### src/rtl/skt_pkg.sv
// ----------------------------------------------------------------------------
// skt_pkg
// Types and codes shared by the sorted key table cells and top level.
// ----------------------------------------------------------------------------
`default_nettype none

package skt_pkg;

    localparam int unsigned KEY_W    = 64;
    localparam int unsigned HANDLE_W = 16;
    localparam int unsigned INDEX_W  = 5;
    localparam int unsigned COUNT_W  = 6;

    typedef logic [KEY_W-1:0]    t_key;
    typedef logic [HANDLE_W-1:0] t_handle;
    typedef logic [INDEX_W-1:0]  t_index;
    typedef logic [COUNT_W-1:0]  t_count;

    typedef enum logic [1:0] {
        CMD_ADD  = 2'd0,
        CMD_FIND = 2'd1,
        CMD_DEL  = 2'd2,
        CMD_LIST = 2'd3
    } t_cmd;

    typedef enum logic [2:0] {
        ST_ADDED   = 3'd0,
        ST_FOUND   = 3'd1,
        ST_DELETED = 3'd2,
        ST_MISSING = 3'd3,
        ST_FULL    = 3'd4,
        ST_LISTED  = 3'd5
    } t_status;

    typedef enum logic [1:0] {
        S_IDLE,
        S_ACT,
        S_LIST
    } t_state;

    typedef struct packed {
        t_cmd    command;
        t_key    key;
        t_handle record_handle;
    } t_req;

    typedef struct packed {
        t_status status;
        t_key    entry_key;
        t_handle entry_handle;
        t_index  entry_index;
        t_count  entry_count;
        logic    last;
    } t_rsp;

    typedef struct packed {
        logic cmp;
        logic ins;
        logic del;
        logic rot;
    } t_cell_ctl;

endpackage

`default_nettype wire

### src/rtl/skt_cell.sv
// ----------------------------------------------------------------------------
// skt_cell
// One table slot: holds a key and handle, compares against a probe key and
// shifts entries with its neighbors on insert, delete and list rotation.
// ----------------------------------------------------------------------------
`default_nettype none

module skt_cell #(
    parameter int unsigned KEY_BITS    = 64,
    parameter int unsigned HANDLE_BITS = 16,
    parameter int unsigned CNT_W       = 6,
    parameter int unsigned CELL_IDX    = 0
) (
    input  wire                     i_clk,
    input  skt_pkg::t_cell_ctl      i_ctl,
    input  wire [CNT_W-1:0]         i_count,
    input  wire [KEY_BITS-1:0]      i_cmp_key,
    input  wire [KEY_BITS-1:0]      i_new_key,
    input  wire [HANDLE_BITS-1:0]   i_new_hdl,
    input  wire [KEY_BITS-1:0]      i_left_key,
    input  wire [HANDLE_BITS-1:0]   i_left_hdl,
    input  wire                     i_left_at,
    input  wire                     i_left_eq,
    input  wire [KEY_BITS-1:0]      i_right_key,
    input  wire [HANDLE_BITS-1:0]   i_right_hdl,
    output logic [KEY_BITS-1:0]     o_key,
    output logic [HANDLE_BITS-1:0]  o_hdl,
    output logic                    o_at,
    output logic                    o_eq,
    output logic                    o_ins_first,
    output logic                    o_hit_first
);

    logic [KEY_BITS-1:0]    r_key;
    logic [HANDLE_BITS-1:0] r_hdl;
    logic                   r_gt;
    logic                   r_eq;
    logic                   w_vld;
    logic                   w_at;

    assign w_vld = i_count > CNT_W'(CELL_IDX);
    assign w_at  = r_gt || (i_count == CNT_W'(CELL_IDX));

    always_ff @(posedge i_clk) begin
        if (i_ctl.cmp) begin
            r_gt <= w_vld && (r_key > i_cmp_key);
            r_eq <= w_vld && (r_key == i_cmp_key);
        end
    end

    always_ff @(posedge i_clk) begin
        priority if (i_ctl.ins) begin
            if (w_at && i_left_at) begin
                r_key <= i_left_key;
                r_hdl <= i_left_hdl;
            end else if (w_at) begin
                r_key <= i_new_key;
                r_hdl <= i_new_hdl;
            end
        end else if (i_ctl.del) begin
            if (r_gt || r_eq) begin
                r_key <= i_right_key;
                r_hdl <= i_right_hdl;
            end
        end else if (i_ctl.rot) begin
            r_key <= i_right_key;
            r_hdl <= i_right_hdl;
        end
    end

    assign o_key       = r_key;
    assign o_hdl       = r_hdl;
    assign o_at        = w_at;
    assign o_eq        = r_eq;
    assign o_ins_first = w_at && !i_left_at;
    assign o_hit_first = r_eq && !i_left_eq;

endmodule

`default_nettype wire

### config.mk
export PLATFORM = sky130hd
export DESIGN_NAME = skt_cell
export DESIGN_NICKNAME = d
export VERILOG_FILES = /design/src/rtl/skt_pkg.sv /design/src/rtl/skt_cell.sv
export SDC_FILE = /design/constraint.sdc
export NUM_CORES = 1
export LEC_CHECK = 0
export ABC_AREA = 1
export BUFFER_PORTS_ARGS = -buffer_cell sky130_fd_sc_hd__buf_2
export CAP_MARGIN = 20
export CORE_AREA = 2 2 156 158
export DETAILED_ROUTE_END_ITERATION = 8
export DIE_AREA = 0 0 158 160
export GPL_TIMING_DRIVEN = 0
export SETUP_SLACK_MARGIN = 0.3
export SKIP_LAST_GASP = 1
export SLEW_MARGIN = 20
export SYNTH_ARGS = -nofsm -noshare
export SYNTH_HDL_FRONTEND = slang
export SYNTH_SLANG_ARGS = --single-unit
export TNS_END_PERCENT = 5
### constraint.sdc
create_clock -name i_clk -period 10.9 [get_ports i_clk]
set_input_delay 1.635 -clock i_clk [delete_from_list [all_inputs] [get_ports i_clk]]
set_output_delay 1.635 -clock i_clk [all_outputs]
set_load 0.005 [all_outputs]
# Word level (Yosys, flattened, before mapping)
# Cells that the tools add are included.
[op_classes]
n_lt_le_gt_ge = 2
n_eq_ne = 3
n_mux = 12
n_reduce_logical = 12
[ops]
columns = ["op", "n"]
rows = [
  ["2-to-1 mux 64 bit", 6],
  ["2-to-1 mux 16 bit", 6],
  ["== test 64 bit", 1],
  ["greater-than comparator 64 bit", 1],
  ["greater-than comparator 6 x 1 -> 1 bit, second input constant", 1],
  ["logical NOT 6 bit", 1],
  ["!= test 3 x 1 -> 1 bit, second input constant", 2],
  ["logical AND 1 bit", 5],
  ["AND reduction 3 bit", 1],
  ["nonzero test 3 bit", 1],
  ["logical NOT 1 bit", 2],
  ["logical OR 1 bit", 2],
]
[totals]
register_bits = 82
inputBits = 317
output_inout_bits = 84
word_cells = 33

# Depth between registers and ports, before layout
# Gate-level depths: netlist (run 1).
[logic_depth]
depth_word = 5
mapped_depth = 15

# Worst setup path after synthesis (run 1)
# Ideal clock, no wire load.
[synth_timing]
path_type = "input port to flip-flop"
from = "input i_ctl[2] (netlist name)"
to = "register r_hdl[0] (netlist: o_hdl[0]), enable pin"
arrival_time_ps = 7671
t_required_ps = 10271
path_slack_ps = 2600
stages = 4
n_path_buf = 2
cell_sequence = "buf_2 -> inv_2 -> buf_2 -> o21ai_0"
[synth_between]
elab_chain_cells = 2
[synth_lines]
columns = ["item", "line_no", "rtl"]
rows = [
  ["start: declaration", "skt_cell.sv:15", "input skt_pkg::t_cell_ctl i_ctl,"],
  ["!= test 3 x 1 -> 1 bit (no line) / nonzero test 3 bit (equally long branches)", "n/a", ""],
  ["AND reduction 3 bit (no line) (*)", "n/a", ""],
  ["end signal: assignment", "skt_cell.sv:55", "r_hdl <= i_left_hdl;"],
  ["end signal: assignment", "skt_cell.sv:58", "r_hdl <= i_new_hdl;"],
  ["end signal: assignment", "skt_cell.sv:63", "r_hdl <= i_right_hdl;"],
  ["end: declaration", "skt_cell.sv:35", "logic [HANDLE_BITS-1:0] r_hdl;"],
]
# Every way passes the cells marked *; elsewhere a longest branch is shown, timed or not.
# A chain may end at the register's enable or synchronous reset.

# Worst setup path in the final report (run 1)
[layout_timing]
from = "input i_count[5]"
to = "output o_ins_first"
[layout_between]
elab_chain_cells = 3
[layout_lines]
columns = ["item", "line_no", "rtl"]
rows = [
  ["start: declaration", "skt_cell.sv:16", "input wire [CNT_W-1:0] i_count,"],
  ["logical NOT 6 bit", "skt_cell.sv:42", "assign w_at = r_gt || (i_count == CNT_W'(CELL_IDX));"],
  ["logical OR 1 bit", "skt_cell.sv:42", ""],
  ["logical AND 1 bit", "skt_cell.sv:75", "assign o_ins_first = w_at && !i_left_at;"],
  ["end: declaration", "skt_cell.sv:30", "output logic o_ins_first,"],
]
# No other way between the ends.

==> results.yml, run 1 <==
floorplan:
  die_y_um: 160
  chipWidth_um: 158
  rows: 57
  core_sq_um: 23820
  start_util_pct: 24.54
  ioPinCount: 401
  die-area_sq_um: 25280
setup_path:
  slowest_delay_ns: 0.18
  rrSetupSlack_ns: 8.89
  worstRegToRegCells: 8
  criticalPathCategory: "input pin to output port"
  required_ns: 9.27
  crit_fanout: 3
  end_kind: "output port"
  reg2reg_from: "o_key[55]$_DFFE_PP_"
  critPathSlowestCell: "nand3_1"
  cp-start-kind: "input pin"
  path_cells: "buf_2 -> nor2_1 -> nand3_1 -> nand2_2 -> inv_1 -> nor2_1 -> buf_2"
  arrival_ns: 2.49
  r2r_end: "r_gt$_DFFE_PP_"
synth:
  ys.warnings.count: 0
  synthFlopType: "edfxtp_1"
  synth_fa_ha_area_share_pct: 13.70
  synthSimpleGateAreaFrac_pct: 17.51
  synth_top_family_by_area: "compound AO/OA/AOI/OAI gates"
  yosys.area_share.xor_xnor_pct: 0
  synth-seq-cells: 82
  synth-compound-area-share_pct: 17.77
  synth_cell_type_count: 22
  syn_inst: 733
  synth_nets: 1114
  syn_area_sq_um: 5846
  syn_avg_cell_area_sq_um: 7.975
  yosysSeqAreaShare_pct: 42.12
  synth-edff-count: 82
  muxShareOfSynthArea_pct: 0
  async_flop_share_pct: 0
cts:
  clkSinkCount: 82
  cts_hold_buffers: 0
  cts_tree: "done"
  clk_pin_slew_ns: 0.07
  clk_latency_ns: 0.35
  clock_path_buffers: 2
  cts_resized: 0
  cts_buffers: 9
  post_cts_buffers: 0
  cts_root_buf: "clkbuf_16"
  cts_max_level: 3
grt:
  grt_usage_pct: 17.07
  grt_max_degree: 24
  top_usage_layer: "met2"
  grt-ovfl-total: 0
  antenna_found_initial: 1
  gr-usage-met2_pct: 31.07
  use_met1_pct: 19.79
  grt_pass1_vias: 6385
  grt_use_met3_pct: 4.206
  grt_pass1_wl_um: 32770
place:
  place_hpwl_um: 18750
  placed_cell_area_sq_um: 8342
  port_buffers: 399
  routabilityCongestion: 0.8852
  pre_cts_ws_ns: 6.731
power:
  pwr-share-seq_pct: 41.3
  p_leak_uw: 0.004361
  p_sw_uw: 314.0
  ir_worst_vdd_mv: 0.06435
  combPwrFrac_pct: 29.1
  power.internal_uw: 683.3
  power_frac_clock_pct: 29.6
  power_density_nw_per_um2: 115.7
  swShare_pct: 31.49
cells_and_area:
  multi_input_area_sq_um: 2874
  fillCellCount: 2597
  finalInstanceArea_sq_um: 8621
  drive_above_1_share_pct: 38.31
  fin_nets: 1527
  syn2layout_area_growth_pct: 47.47
  seqCellArea_sq_um: 2462
  mostFrequentLayoutCells: "buf_2, a21oi_1, nand2_1, nor2_1, inv_1"
  final_common_cell: "buf_2"
  utilization_pct: 36.19
sta:
  worst_slack_ns: 6.772
  finalSetupTns_ns: 0
  worst_slew_pin_slew_ns: 0.6692
  hold_violations: 0
  setup_viol: 0
  finClkSkew_ns: 0.01125
  relSlewSlack_pct: 55.22
  period_minus_slack_ns: 4.128
  finalMaxSlewViolations: 0
  fmax_mhz: 242.2
  period_share_pct: 37.87
  rsz0062_at_grt: "no"
hold_path:
  holdCritPathClass: "register to register"
  holdPathEnd: "r_gt$_DFFE_PP_"
  min-delay-start: "o_key[22]$_DFFE_PP_"
  hold_depth: 7
route:
  firstDrtPassIters: 5
  drtIter0Drc: 265
  ant_nets: 0
  post_drt_wl_per_cell_um: 15.24
  vias_per_cell: 4.419
  drc: 0
  drt_wl_total_um: 22490
  vias: 6523
job:
  maxCapViolCount: 0
status:
  status: "complete, no violations"
per-layer routing:
layer | vias up | share of wire, %
li1 | 3290 | -
met1 | 2935 | 41
met2 | 271 | 50
met3 | 27 | 7.3
met4 | 0 | 1.7
met5 | - | 0
cell families after synthesis:
| logic type | count (synthesis) |
|---|---|
| and+or+nand+nor | 264 |
| buffers and inverters | 118 |
| DFF | 82 |
| AOI/OAI and AO/OA | 205 |
| adders and majority gates | 64 |
how the worst max path moves through the flow:
stage                     from  depth (start not counted)                  end  slack [ns]
global placement      i_ctl[2]                          4  o_key[37]$_DFFE_PP_       -0.89
floorplan             i_ctl[2]                          4   o_hdl[0]$_DFFE_PP_        2.60
detailed placement  i_count[5]                          7          o_ins_first        6.73
global route        i_count[3]                          7          o_ins_first        6.64
CTS                 i_count[5]                          7          o_ins_first        6.72
finish              i_count[5]                          7          o_ins_first        6.77
power groups by stage:
stage               combinational (uW)  clock, uW  sequential (uW)
floorplan                          138          0              427
global placement                   279          0              430
detailed placement                 294          0              420
CTS                                295        306              413
global route                       329        321              417
finish                             290        295              412
final cells by class:
cell class,count,share of cell area (%)
inverters,85,3.759
clock inverters,7,0.5951
flip-flops and latches,82,28.56
diodes,1,0.02903
repair buffers,402,24.12
multi-input cells,533,33.34
clock buffers,9,2.612
well taps,324,4.702
plain buffers,33,2.279
flip-flops by register name, summed over array words and instances (netlist names):
signal / count
o_hdl: 16
o_key: 64
o_eq: 1
r_gt: 1
synth_stat cells, types with 3 or more instances:
library cell  number  share of area, %
buf_1              7              0.45
buf_6              8               1.5
nand3_1            6              0.51
a21oi_1          191                16
nor2_1           104               6.7
inv_1             83               5.3
nand2_1          146               9.4
buf_2             10              0.86
nand4_1            4              0.43
edfxtp_1          82                42
o21a_1             3              0.39
ha_1              64                14
clkbuf_1           8              0.51
o21ai_0            9              0.77
critical path, delay by kind of cell:
| kind | cells | cell delay, ns |
|---|---|---|
| AND/OR/NAND/NOR | 4 | 0.53 |
| buffers and inverters | 3 | 0.31 |
through the flow:
stage               hold WS (ns)  total power [uW]  std cells
floorplan                 0.9208             564.9        733
global placement          0.9882             709.4       1456
detailed placement         1.015             713.2       1459
CTS                        1.040              1013       1475
global route               1.105              1066       1475
finish                     1.027             997.3       1476
(Power assumes the default switching activity.)
==> inputs of run 2 (changes only) <==
clock period = 3.9 ns   (was 10.9 ns; I/O delays follow)
==> results.yml, run 2 (synthesis gave the netlist of run 1 again) <==
place:
  port_buffers: 399
  pre_cts_ws_ns: 1.023
  place_hpwl_um: 18820
  routabilityCongestion: 0.8982
  placed_cell_area_sq_um: 8357
hold_path:
  min-delay-start: "i_ctl[3]"
  holdCritPathClass: "input pin to register"
power:
  ir_worst_vdd_mv: 0.1569
  p_leak_uw: 0.004382
  power_frac_clock_pct: 31.0
  swShare_pct: 30.85
  total_power_uw: 2860
  pwr-share-seq_pct: 40.4
  p_sw_uw: 882.3
  power_density_nw_per_um2: 330.3
  power.internal_uw: 1978
  combPwrFrac_pct: 28.6
route:
  firstDrtPassIters: 7
  drc: 0
  met2_length_um: 11230
  ant_nets: 0
  drt_wl_total_um: 22660
  met3_length_um: 1625
  vias_per_cell: 4.449
  post_drt_wl_per_cell_um: 15.33
  drtIter0Drc: 328
  wl_met1_um: 9234
  vias: 6575
  top_layer: "met4"
sta:
  relSlewSlack_pct: 64.43
  finClkSkew_ns: 0.009996
  worst_slack_ns: 1.449
  worst_slew_pin_slew_ns: 0.5335
  period_minus_slack_ns: 2.451
  setup_viol: 0
  period_share_pct: 62.86
  rsz0062_at_grt: "no"
  finalSetupTns_ns: 0
  hold_violations: 0
  fmax_mhz: 407.9
  finalMaxSlewViolations: 0
cells_and_area:
  fin_nets: 1528
  drive_above_1_share_pct: 38.37
  finalInstanceArea_sq_um: 8661
  final_common_cell: "buf_2"
  largest_reg_flops: 64
  syn2layout_area_growth_pct: 48.16
  mostFrequentLayoutCells: "buf_2, a21oi_1, nand2_1, nor2_1, inv_1"
cts:
  clock_path_buffers: 2
  post_cts_buffers: 0
  cts_resized: 0
  cts_max_level: 3
  cts_root_buf: "clkbuf_16"
  clk_pin_slew_ns: 0.06
  clkSinkCount: 82
  cts_hold_buffers: 0
  clk_latency_ns: 0.34
  cts_buffers: 9
  cts_tree: "done"
floorplan:
  die_y_um: 160
  chipWidth_um: 158
  rows: 57
  die-area_sq_um: 25280
  ioPinCount: 401
  start_util_pct: 24.54
  core_sq_um: 23820
grt:
  antenna_found_initial: 2
  grt-ovfl-total: 0
  grt_max_degree: 24
  grt_usage_pct: 17.29
  grt_pass1_vias: 6379
  grt_pass1_wl_um: 33350
setup_path:
  end_kind: "register"
  cp-startpoint: "i_ctl[2]"
  rrSetupSlack_ns: 1.85
  reg2reg_from: "o_key[62]$_DFFE_PP_"
  required_ns: 3.94
  crit_fanout: 23
  cp-start-kind: "input pin"
  arrival_ns: 2.49
  criticalPathCategory: "input pin to register"
status:
  status: "complete, no violations"
job:
  maxCapViolCount: 0
[run 2: cell types whose count changed in the layout (fill, tap and decap cells not counted)]
| cell | change |
|---|---|
| buf_8 | +1 |
| clkinvlp_4 | -1 |
| bufinv_16 | +1 |
| diode_2 | +1 |
[run 2: power by group through the flow]
stage | logic (uW) | registers (uW) | clock network [uW]
final | 818 | 1150 | 887
after global routing | 928 | 1170 | 959
after CTS | 829 | 1160 | 924
after detailed placement | 826 | 1170 | 0
after global placement | 785 | 1180 | 0
after floorplan | 386 | 1180 | 0
[run 2: layer usage]
metal  vias to the layer above  track usage [%]
li1                       3299                -
met2                       289            30.77
met4                         0            5.651
met1                      2947            20.21
met5                         -                0
met3                        40            4.206
[run 2: per-stage QoR]
stage / hold slack, ns / instances / utilization [%]
2_1_floorplan: 0.6975 / 733 / -
3_3_place_gp: 0.8117 / 1456 / 34.64
3_5_place_dp: 0.8095 / 1460 / 35.08
4_1_cts: 0.4487 / 1476 / 36.34
5_1_grt: 0.4533 / 1476 / 36.34
6_report: 0.4695 / 1478 / 36.36
[run 2: path summary, 6_finish.rpt]
path,depth (start not counted),endpoint
worst max-delay path,8,o_key[42]$_DFFE_PP_
worst min register to register,5,o_eq$_DFFE_PP_
worst min-delay path,1,o_eq$_DFFE_PP_
worst max register to register,8,r_gt$_DFFE_PP_
[run 2: critical path, cell delays in order]
cell and delay (ns):
buf_2 0.21, inv_2 0.30, buf_2 0.35, o211ai_1 0.19, o21ai_4 0.23, buf_8 0.23
buf_16 0.17, buf_16 0.18
[run 2: cell type report]
| cell class | count | area, sq um |
|---|---|---|
| Inverter | 85 | 324.1 |
| Clock inverter | 7 | 73.82 |
| Timing Repair Buffer | 403 | 2095 |
| Fill cell | 2566 | 15160 |
| Multi-Input combinational cell | 533 | 2874 |
| Clock buffer | 9 | 225.2 |
| Tap cell | 324 | 405.4 |
| Antenna cell | 2 | 5.005 |
| Sequential cell | 82 | 2462 |
| Buffer | 33 | 196.4 |
